File: src/rtl/slcfp_pkg.sv
`default_nettype none
package slcfp_pkg;

    localparam int MAX_FRAME   = 32;
    localparam int FRAME_AW    = $clog2(MAX_FRAME);
    localparam int RES_MAX     = 64;
    localparam int EV_AW       = $clog2(RES_MAX);

    localparam logic [7:0]  SYNC_RESET = 8'hAA;
    localparam logic [15:0] CRC_INIT   = 16'hFFFF;
    localparam logic [15:0] CRC_POLY   = 16'hA001;

    localparam logic [2:0] EV_NONE    = 3'd0;
    localparam logic [2:0] EV_GOOD    = 3'd1;
    localparam logic [2:0] EV_BAD_LEN = 3'd2;
    localparam logic [2:0] EV_BAD_CRC = 3'd3;
    localparam logic [2:0] EV_GAP     = 3'd4;

    localparam logic [1:0] REG_SYNC = 2'd0;
    localparam logic [1:0] REG_MIN  = 2'd1;
    localparam logic [1:0] REG_MAX  = 2'd2;

    typedef struct packed {
        logic [2:0] kind;
        logic [5:0] flen;
        logic [4:0] idx;
        logic [7:0] val;
    } ev_t;

    function automatic logic [15:0] crc_upd(input logic [15:0] c_in, input logic [7:0] b);
        logic [15:0] c;
        c = c_in ^ {8'h00, b};
        for (int i = 0; i < 8; i++)
        begin
            c = c[0] ? ((c >> 1) ^ CRC_POLY) : (c >> 1);
        end
        return c;
    endfunction

endpackage
`default_nettype wire

File: src/rtl/slcfp_ram.sv
`default_nettype none
module slcfp_ram #(
    parameter int WIDTH = 8,
    parameter int DEPTH = 32,
    localparam int AW = $clog2(DEPTH)
) (
    input  wire logic             clk,
    input  wire logic             we,
    input  wire logic [AW-1:0]    waddr,
    input  wire logic [WIDTH-1:0] wdata,
    input  wire logic [AW-1:0]    raddr,
    output logic      [WIDTH-1:0] rdata
);

    logic [WIDTH-1:0] mem [DEPTH];

    always_ff @(posedge clk)
    begin
        if (we)
        begin
            mem[waddr] <= wdata;
        end
        rdata <= mem[raddr];
    end

endmodule
`default_nettype wire

File: src/rtl/sync_length_crc16_frame_parser_unit.sv
`default_nettype none
// Channel   Direction  Handshake            Payload
// input     in         in_valid / in_stall  func, data_byte
// result    out        out_valid/out_stall  event_kind .. count_gap_resets
// config    in         cfg_valid/cfg_ready  cfg_index, cfg_data
//
// A transaction is accepted in idle and passes a check state; each replayed byte is read
// and handled, a good frame is emitted byte by byte, and one failing its CRC is copied for replay.
// Each result is read from the registered event memory (S_OUTRD, S_OUTLD) and held
// in S_OUTWT for every cycle in which out_stall is held.
// The input stalls from acceptance until the last result of the transaction is taken.
// Reset clears the parser state and counters; the memories need no clearing.
module sync_length_crc16_frame_parser_unit
    import slcfp_pkg::*;
(
    input  wire logic        clk,
    input  wire logic        rst_n,
    input  wire logic        in_valid,
    output logic             in_stall,
    input  wire logic        func,
    input  wire logic [7:0]  data_byte,
    output logic             out_valid,
    input  wire logic        out_stall,
    output logic [2:0]       event_kind,
    output logic [5:0]       frame_len,
    output logic [4:0]       byte_index,
    output logic [7:0]       byte_value,
    output logic             last,
    output logic             idle,
    output logic [31:0]      count_bytes_received,
    output logic [31:0]      count_bytes_discarded,
    output logic [31:0]      count_length_errors,
    output logic [31:0]      count_frames_ok,
    output logic [31:0]      count_crc_errors,
    output logic [31:0]      count_gap_resets,
    input  wire logic        cfg_valid,
    output logic             cfg_ready,
    input  wire logic [1:0]  cfg_index,
    input  wire logic [7:0]  cfg_data
);

    localparam logic [3:0] S_IDLE   = 4'd0;
    localparam logic [3:0] S_CHK    = 4'd1;
    localparam logic [3:0] S_RPLREQ = 4'd2;
    localparam logic [3:0] S_RPLBYT = 4'd3;
    localparam logic [3:0] S_EMIT   = 4'd4;
    localparam logic [3:0] S_COPY   = 4'd5;
    localparam logic [3:0] S_OUTRD  = 4'd6;
    localparam logic [3:0] S_OUTLD  = 4'd7;
    localparam logic [3:0] S_OUTWT  = 4'd8;

    logic [3:0]  state_reg, state_next;
    logic [7:0]  sync_reg;
    logic [5:0]  min_reg, max_reg;
    logic [5:0]  fill_reg, fill_next;
    logic [5:0]  exp_reg, exp_next;
    logic [15:0] crc_reg, crc_next;
    logic [7:0]  lo_reg, lo_next;
    logic [5:0]  len_reg, len_next;
    logic [5:0]  cnt_reg, cnt_next;
    logic [4:0]  rq_head_reg, rq_head_next;
    logic [5:0]  rq_len_reg, rq_len_next;
    logic [6:0]  ev_cnt_reg, ev_cnt_next;
    logic [5:0]  out_idx_reg, out_idx_next;
    logic [31:0] rcv_reg, rcv_next;
    logic [31:0] disc_reg, disc_next;
    logic [31:0] lerr_reg, lerr_next;
    logic [31:0] good_reg, good_next;
    logic [31:0] cerr_reg, cerr_next;
    logic [31:0] gap_reg, gap_next;
    logic        out_valid_reg, out_valid_next;
    ev_t         out_ev_reg, out_ev_next;
    logic        out_last_reg, out_last_next;

    logic                fm_we;
    logic [FRAME_AW-1:0] fm_waddr, fm_raddr;
    logic [7:0]          fm_wdata, fm_rdata;
    logic                rq_we;
    logic [FRAME_AW-1:0] rq_waddr, rq_raddr;
    logic [7:0]          rq_wdata, rq_rdata;
    logic                ev_we;
    logic [EV_AW-1:0]    ev_waddr, ev_raddr;
    ev_t                 ev_wdata, ev_rdata;

    logic        do_handle;
    logic [7:0]  hb;
    logic [4:0]  head_base;
    logic [5:0]  len_base;
    logic        ev_add;
    ev_t         ev_new;
    logic        len_ok;
    logic [5:0]  nm1;
    logic [5:0]  room;
    logic [5:0]  keep;
    logic [6:0]  n_out;

    slcfp_ram #(.WIDTH(8), .DEPTH(MAX_FRAME)) u_frame (
        .clk(clk), .we(fm_we), .waddr(fm_waddr), .wdata(fm_wdata),
        .raddr(fm_raddr), .rdata(fm_rdata)
    );

    slcfp_ram #(.WIDTH(8), .DEPTH(MAX_FRAME)) u_replay (
        .clk(clk), .we(rq_we), .waddr(rq_waddr), .wdata(rq_wdata),
        .raddr(rq_raddr), .rdata(rq_rdata)
    );

    slcfp_ram #(.WIDTH($bits(ev_t)), .DEPTH(RES_MAX)) u_events (
        .clk(clk), .we(ev_we), .waddr(ev_waddr), .wdata(ev_wdata),
        .raddr(ev_raddr), .rdata(ev_rdata)
    );

    assign n_out = (ev_cnt_reg == 7'd0) ? 7'd1 : ev_cnt_reg;

    always_comb
    begin
        state_next     = state_reg;
        fill_next      = fill_reg;
        exp_next       = exp_reg;
        crc_next       = crc_reg;
        lo_next        = lo_reg;
        len_next       = len_reg;
        cnt_next       = cnt_reg;
        rq_head_next   = rq_head_reg;
        rq_len_next    = rq_len_reg;
        ev_cnt_next    = ev_cnt_reg;
        out_idx_next   = out_idx_reg;
        rcv_next       = rcv_reg;
        disc_next      = disc_reg;
        lerr_next      = lerr_reg;
        good_next      = good_reg;
        cerr_next      = cerr_reg;
        gap_next       = gap_reg;
        out_valid_next = out_valid_reg;
        out_ev_next    = out_ev_reg;
        out_last_next  = out_last_reg;

        fm_we    = 1'b0;
        fm_waddr = fill_reg[FRAME_AW-1:0];
        fm_wdata = 8'd0;
        fm_raddr = cnt_reg[FRAME_AW-1:0];
        rq_we    = 1'b0;
        rq_waddr = rq_head_reg + cnt_reg[FRAME_AW-1:0] - 5'd2;
        rq_wdata = fm_rdata;
        rq_raddr = rq_head_reg;
        ev_raddr = out_idx_reg;

        do_handle = 1'b0;
        hb        = data_byte;
        head_base = rq_head_reg;
        len_base  = rq_len_reg;
        ev_add    = 1'b0;
        ev_new    = '0;
        len_ok    = 1'b0;
        nm1       = 6'd0;
        room      = 6'd0;
        keep      = 6'd0;

        unique case (state_reg)
            S_IDLE:
            begin
                if (in_valid)
                begin
                    if (func)
                    begin
                        if (fill_reg != 6'd0)
                        begin
                            ev_add    = 1'b1;
                            ev_new    = '{kind: EV_GAP, flen: fill_reg, idx: 5'd0, val: 8'd0};
                            gap_next  = gap_reg + 32'd1;
                            disc_next = disc_reg + {26'd0, fill_reg};
                            fill_next = 6'd0;
                            exp_next  = 6'd0;
                        end
                        state_next = S_CHK;
                    end
                    else
                    begin
                        rcv_next  = rcv_reg + 32'd1;
                        do_handle = 1'b1;
                        hb        = data_byte;
                    end
                end
            end
            S_CHK:
            begin
                out_idx_next = 6'd0;
                state_next   = (rq_len_reg != 6'd0) ? S_RPLREQ : S_OUTRD;
            end
            S_RPLREQ:
            begin
                state_next = S_RPLBYT;
            end
            S_RPLBYT:
            begin
                do_handle = 1'b1;
                hb        = rq_rdata;
                head_base = rq_head_reg + 5'd1;
                len_base  = rq_len_reg - 6'd1;
            end
            S_EMIT:
            begin
                if (cnt_reg != 6'd0)
                begin
                    ev_add = 1'b1;
                    ev_new = '{kind: EV_GOOD, flen: len_reg,
                               idx: cnt_reg[4:0] - 5'd1, val: fm_rdata};
                end
                cnt_next = cnt_reg + 6'd1;
                if (cnt_reg == len_reg)
                begin
                    state_next = S_CHK;
                end
            end
            S_COPY:
            begin
                rq_we    = (cnt_reg >= 6'd2);
                cnt_next = cnt_reg + 6'd1;
                if (cnt_reg == len_reg)
                begin
                    state_next = S_CHK;
                end
            end
            S_OUTRD:
            begin
                state_next = S_OUTLD;
            end
            S_OUTLD:
            begin
                out_ev_next    = (ev_cnt_reg == 7'd0) ? ev_t'('0) : ev_rdata;
                out_last_next  = ({1'b0, out_idx_reg} + 7'd1 == n_out);
                out_valid_next = 1'b1;
                state_next     = S_OUTWT;
            end
            S_OUTWT:
            begin
                if (!out_stall)
                begin
                    out_valid_next = 1'b0;
                    if (out_last_reg)
                    begin
                        ev_cnt_next = 7'd0;
                        state_next  = S_IDLE;
                    end
                    else
                    begin
                        out_idx_next = out_idx_reg + 6'd1;
                        state_next   = S_OUTRD;
                    end
                end
            end
            default:
            begin
                state_next = S_IDLE;
            end
        endcase

        if (do_handle)
        begin
            rq_head_next = head_base;
            rq_len_next  = len_base;
            state_next   = S_CHK;
            fm_wdata     = hb;
            len_ok = (hb >= 8'd4) && (hb >= {2'b00, min_reg}) &&
                     (hb <= {2'b00, max_reg}) && (hb <= 8'(MAX_FRAME));
            if (fill_reg == 6'd0)
            begin
                if (hb == sync_reg)
                begin
                    fm_we     = 1'b1;
                    fm_waddr  = '0;
                    fill_next = 6'd1;
                    crc_next  = crc_upd(CRC_INIT, hb);
                end
                else
                begin
                    disc_next = disc_reg + 32'd1;
                end
            end
            else if (fill_reg == 6'd1)
            begin
                if (!len_ok)
                begin
                    lerr_next = lerr_reg + 32'd1;
                    ev_add    = 1'b1;
                    ev_new    = '{kind: EV_BAD_LEN, flen: 6'd2, idx: 5'd0, val: 8'd0};
                    exp_next  = 6'd0;
                    if (hb == sync_reg)
                    begin
                        disc_next = disc_reg + 32'd1;
                        fm_we     = 1'b1;
                        fm_waddr  = '0;
                        fill_next = 6'd1;
                        crc_next  = crc_upd(CRC_INIT, hb);
                    end
                    else
                    begin
                        disc_next = disc_reg + 32'd2;
                        fill_next = 6'd0;
                    end
                end
                else
                begin
                    fm_we     = 1'b1;
                    fm_waddr  = 5'd1;
                    fill_next = 6'd2;
                    exp_next  = hb[5:0];
                    crc_next  = crc_upd(crc_reg, hb);
                end
            end
            else
            begin
                fm_we     = 1'b1;
                fm_waddr  = fill_reg[FRAME_AW-1:0];
                fill_next = fill_reg + 6'd1;
                if (fill_reg < exp_reg - 6'd2)
                begin
                    crc_next = crc_upd(crc_reg, hb);
                end
                else if (fill_reg == exp_reg - 6'd2)
                begin
                    lo_next = hb;
                end
                else
                begin
                    fill_next = 6'd0;
                    exp_next  = 6'd0;
                    len_next  = exp_reg;
                    if (crc_reg == {hb, lo_reg})
                    begin
                        good_next  = good_reg + 32'd1;
                        cnt_next   = 6'd0;
                        state_next = S_EMIT;
                    end
                    else
                    begin
                        cerr_next    = cerr_reg + 32'd1;
                        disc_next    = disc_reg + 32'd1;
                        ev_add       = 1'b1;
                        ev_new       = '{kind: EV_BAD_CRC, flen: exp_reg, idx: 5'd0,
                                         val: 8'd0};
                        nm1          = exp_reg - 6'd1;
                        room         = 6'(MAX_FRAME) - nm1;
                        keep         = (len_base > room) ? room : len_base;
                        rq_len_next  = keep + nm1;
                        rq_head_next = head_base - nm1[4:0];
                        cnt_next     = 6'd1;
                        state_next   = S_COPY;
                    end
                end
            end
        end

        ev_we    = ev_add && (ev_cnt_reg < 7'(RES_MAX));
        ev_waddr = ev_cnt_reg[EV_AW-1:0];
        ev_wdata = ev_new;
        if (ev_we)
        begin
            ev_cnt_next = ev_cnt_reg + 7'd1;
        end
    end

    always_ff @(posedge clk or negedge rst_n)
    begin
        if (!rst_n)
        begin
            state_reg     <= S_IDLE;
            sync_reg      <= SYNC_RESET;
            min_reg       <= 6'd4;
            max_reg       <= 6'd32;
            fill_reg      <= 6'd0;
            exp_reg       <= 6'd0;
            rq_head_reg   <= 5'd0;
            rq_len_reg    <= 6'd0;
            ev_cnt_reg    <= 7'd0;
            out_idx_reg   <= 6'd0;
            rcv_reg       <= 32'd0;
            disc_reg      <= 32'd0;
            lerr_reg      <= 32'd0;
            good_reg      <= 32'd0;
            cerr_reg      <= 32'd0;
            gap_reg       <= 32'd0;
            out_valid_reg <= 1'b0;
        end
        else
        begin
            state_reg     <= state_next;
            fill_reg      <= fill_next;
            exp_reg       <= exp_next;
            rq_head_reg   <= rq_head_next;
            rq_len_reg    <= rq_len_next;
            ev_cnt_reg    <= ev_cnt_next;
            out_idx_reg   <= out_idx_next;
            rcv_reg       <= rcv_next;
            disc_reg      <= disc_next;
            lerr_reg      <= lerr_next;
            good_reg      <= good_next;
            cerr_reg      <= cerr_next;
            gap_reg       <= gap_next;
            out_valid_reg <= out_valid_next;
            if (cfg_valid)
            begin
                unique case (cfg_index)
                    REG_SYNC: sync_reg <= cfg_data;
                    REG_MIN:  min_reg  <= cfg_data[5:0];
                    REG_MAX:  max_reg  <= cfg_data[5:0];
                    default:  ;
                endcase
            end
        end
    end

    always_ff @(posedge clk)
    begin
        crc_reg      <= crc_next;
        lo_reg       <= lo_next;
        len_reg      <= len_next;
        cnt_reg      <= cnt_next;
        out_ev_reg   <= out_ev_next;
        out_last_reg <= out_last_next;
    end

    assign in_stall              = (state_reg != S_IDLE);
    assign cfg_ready             = 1'b1;
    assign out_valid             = out_valid_reg;
    assign event_kind            = out_ev_reg.kind;
    assign frame_len             = out_ev_reg.flen;
    assign byte_index            = out_ev_reg.idx;
    assign byte_value            = out_ev_reg.val;
    assign last                  = out_last_reg;
    assign idle                  = (fill_reg == 6'd0);
    assign count_bytes_received  = rcv_reg;
    assign count_bytes_discarded = disc_reg;
    assign count_length_errors   = lerr_reg;
    assign count_frames_ok       = good_reg;
    assign count_crc_errors      = cerr_reg;
    assign count_gap_resets      = gap_reg;

endmodule
`default_nettype wire
File: config.mk
export PLATFORM = sky130hd
export DESIGN_NAME = sync_length_crc16_frame_parser_unit
export DESIGN_NICKNAME = d
export VERILOG_FILES = /design/src/rtl/slcfp_pkg.sv /design/src/rtl/slcfp_ram.sv /design/src/rtl/sync_length_crc16_frame_parser_unit.sv
export SDC_FILE = /design/constraint.sdc
export NUM_CORES = 2
export LEC_CHECK = 0
export CAP_MARGIN = 40
export CORE_MARGIN = 2
export CORE_UTILIZATION = 40
export DETAILED_ROUTE_END_ITERATION = 8
export DONT_BUFFER_PORTS = 1
export SLEW_MARGIN = 25
export SYNTH_ARGS = -nofsm -noshare
export SYNTH_HDL_FRONTEND = slang
export SYNTH_SLANG_ARGS = --single-unit
export TNS_END_PERCENT = 5
File: constraint.sdc
create_clock -name clk -period 5.39 [get_ports clk]
set_input_delay 0.2695 -clock clk [delete_from_list [all_inputs] [get_ports clk]]
set_output_delay 0.2695 -clock clk [all_outputs]
set_load 0.05 [all_outputs]
==> results.yml <==
critical_path:
  cp.required_ns: 6.08
  crit_family: "compound AO/OA/AOI/OAI gates"
  worstPathCellList: "inv_1 > ha_1 > xnor2_1 > inv_1 > nor3_1 > nand3_1 > xnor2_1 > ha_1 > nand4_1 > o22ai_1 > a21oi_1 > inv_1 > o21ai_0 > ha_1 > a21o_1 > a21oi_1 > o21bai_1 > a21oi_1 > xnor2_1 > nor3_1 > a21oi_1 > o22ai_1 > o21ai_0"
  path_common_cell: "a21oi_1"
  cp_max_fo: 6
  worstSetupEndpointType: "flip-flop"
  critPathMaxStageDelay_ns: 0.50
  crit_path_start_kind: "flip-flop"
  arrival_ns: 5.63
  critPathKind: "reg2reg"
  cp_slowest_cell: "dfrtp_1"
  crit_buf_inv: 3
drt:
  via_per_inst: 5.65
  wirelength_mm: 235
  drc_errors: 0
  drtAntennaViolNets: 0
  wire_per_inst_microns: 28.5
  drt_iter0_drc: 5076
  drtPass1Iterations: 7
  vias: 46400
yosys:
  synth-async-reset-ratio_pct: 11.1
  syn-num-nets: 4835
  synth_ff_type: "edfxtp_1"
  synth_top_cell_area_share_pct: 64.5
  syn-cell-area_sq_um: 91800
  yosysTopAreaCell: "edfxtp_1"
  synth_cells: 4729
  yosys_warnings: 0
  yosysMostFrequentCell: "edfxtp_1"
  synth_area_per_cell_sq_um: 19.4
  synth_area_leaders: "edfxtp_1, mux4_2, dfrtp_1"
  synth_edf_count: 1973
  yosysSeqAreaShare_pct: 72.4
  synth-seq-cells: 2270
  synth.distinct_cells: 93
  synth_commonest_cells: "edfxtp_1, mux4_2, nor2_1"
cells_and_area:
  top_regs: "u_events.mem x1408, u_frame.mem x256, u_replay.mem x256"
  nNetsFinal: 5119
  postLayoutCoreUtil_pct: 46.3
  drive_gt1_share_pct: 26.5
  n_fill_cell: 18900
  area_delta_synth_final_pct: 14.8
  largest_reg_flops: 1408
  regMostFlops: "u_events.mem"
pwr:
  power.switching_uw: 13300
  leakage_uw: 0.0339
  ir_worst_vdd_mv: 0.321
  p_clk_share_pct: 33.7
  power_uw: 46200
  share_comb_of_total_power_pct: 19.8
  power.internal_uw: 32900
  p_sw_share_pct: 28.8
  powerDensity_nw_per_um2: 438
  power_frac_seq_pct: 46.5
global_route:
  grt_pass1_wl_mm: 341
  overflow: 0
  grtUsageTotal_pct: 19.9
  grt_pass1_vias: 46400
  grt_antenna_before_repair: 11
  grt_start_max_net_pins: 254
floorplanning:
  core-area_sq_um: 228000
  start_util_pct: 40.3
  die_h_microns: 483
  die_area_sq_um: 233000
  rows: 175
  die_width_microns: 483
  pin_count: 243
sta:
  setup_ws_ns: 0.456
  fmax_mhz: 203
  rsz0062_at_grt: "false"
  worst_hold_slack_ns: -0.885
  min_period_ns: 4.93
  period_share_pct: 91.5
  skew_ns: 0.0541
  setup_viol: 0
  tightest_slew_ns: 0.879
  finalHoldViolCount: 253
  slew_viol_final: 0
  maxSlewHeadroom_pct: 41.4
  setup-tns-final_ns: 0
placed_design:
  dp_hpwl_mm: 152
  pre_cts_slack_ns: 0.476
  gp_congestion: 0.838
  io_buffer_count: 0
clocking:
  cts_tree: "built"
  cts_resized: 0
  cts.sinks: 2270
  root_buffer: "clkbuf_16"
  ctsHtreeMaxLevel: 4
  post_cts_buffers: 0
  clock_path_buffers: 3
  clock_latency_ns: 0.88
  cts_made_buffers: 226
  ctsHoldBuffers: 28
  cts.clk_slew.worst_paths_ns: 0.06
job:
  maxCapViolations: 0
outcome:
  violations: "negative hold slack"
  status: "finished with violations"
hold_path:
  hold_path_class: "in2async"
==> path summary, 6_finish.rpt <==
check | from | endpoint | slack (ns) | depth (start not counted)
worst max register to register | exp_reg[1] | rq_len_reg[5] | 0.46 | 23
worst max-delay path | exp_reg[1] | rq_len_reg[5] | 0.46 | 23
worst min-delay path | rst_n | count_bytes_discarded[24] | -0.89 | 0
max in group asynchronous | rst_n | count_frames_ok[11] | 5.94 | 0
min in group clk | func | state_reg[2] | 0.07 | 5
worst min register to register | u_events.rdata[8] | byte_index[0] | 0.50 | 1
==> power by group through the flow <==
stage | clock, uW | combinational (uW) | sequential, uW
after floorplan | 0 | 5450 | 21700
after global placement | 0 | 8780 | 21900
after detailed placement | 0 | 9050 | 21900
after CTS | 15800 | 9110 | 21500
after global routing | 16500 | 9820 | 21500
final | 15600 | 9150 | 21500
==> cell type report <==
cell class / count / area (sq um) / share of cell area (%)
clock inverter: 137 / 1260 / 1.19
inverter: 80 / 304 / 0.288
clock buffer: 289 / 6150 / 5.83
sequential: 2270 / 66500 / 63.1
multi-input combinational: 2168 / 24700 / 23.4
timing repair buffer: 267 / 2750 / 2.61
antenna: 6 / 15.0 / 0.0142
tap: 3009 / 3760 / 3.57
==> cells by family after synthesis <==
group | count (synthesis) | share of synthesized area [%]
adder cells (fa/ha/maj) | 82 | 1.15
other | 1 | 0.00408
AO/OA/AOI/OAI | 267 | 1.90
XOR/XNOR | 298 | 2.84
buffers and inverters | 291 | 1.23
flip-flops | 2270 | 72.4
AND/OR/NAND/NOR | 843 | 4.53
multiplexers | 677 | 16.0
==> metal layers <==
metal	track usage, %	wire, microns	up-vias
met5	0	27	-
met4	4.25	4440	4
met3	3.62	16300	252
met2	31.6	112000	1615
met1	28.9	102000	24900
li1	-	-	19600
==> worst reg2reg max path: cells and delay by family, from the launching register on <==
kind | cells | cell delay [ns]
fa+ha+maj | 3 | 0.85
buf+inv | 3 | 0.39
xor+xnor | 3 | 0.68
simple gates | 4 | 0.72
flops | 1 | 0.50
compound gates | 10 | 1.65
==> cells in the final DEF (no fill, tap or decap), types with 15 or more instances in the layout <==
cell type,synthesis,layout
clkinv_2,0,51
nand3_1,104,100
o21ai_0,78,78
nor2_2,0,44
inv_1,76,71
nand4_1,57,57
mux4_2,622,622
nand2_1,189,187
and4_1,20,20
nor2_4,1,33
edfxtp_1,1973,1973
ha_1,78,78
mux2_2,40,40
nor2b_1,20,19
dfxtp_1,44,42
dfrtp_1,247,240
clkinv_1,1,54
bufinv_16,0,15
and2_1,41,33
dlygate4sd3_1,0,28
buf_12,0,33
clkbuf_1,140,45
xor2_1,81,81
clkbuf_16,0,233
nor2_1,263,187
nor3_1,28,26
and3_1,39,39
a21oi_1,76,75
buf_4,4,186
xnor2_1,217,217
==> metrics by stage <==
step | cells | cell area (sq um)
floorplan | 4729 | 91900
global placement | 7725 | 97000
detailed placement | 7741 | 97300
CTS | 8195 | 105000
global route | 8221 | 105000
finish | 8226 | 105000
Note: power is estimated with default switching activity, not from simulation.
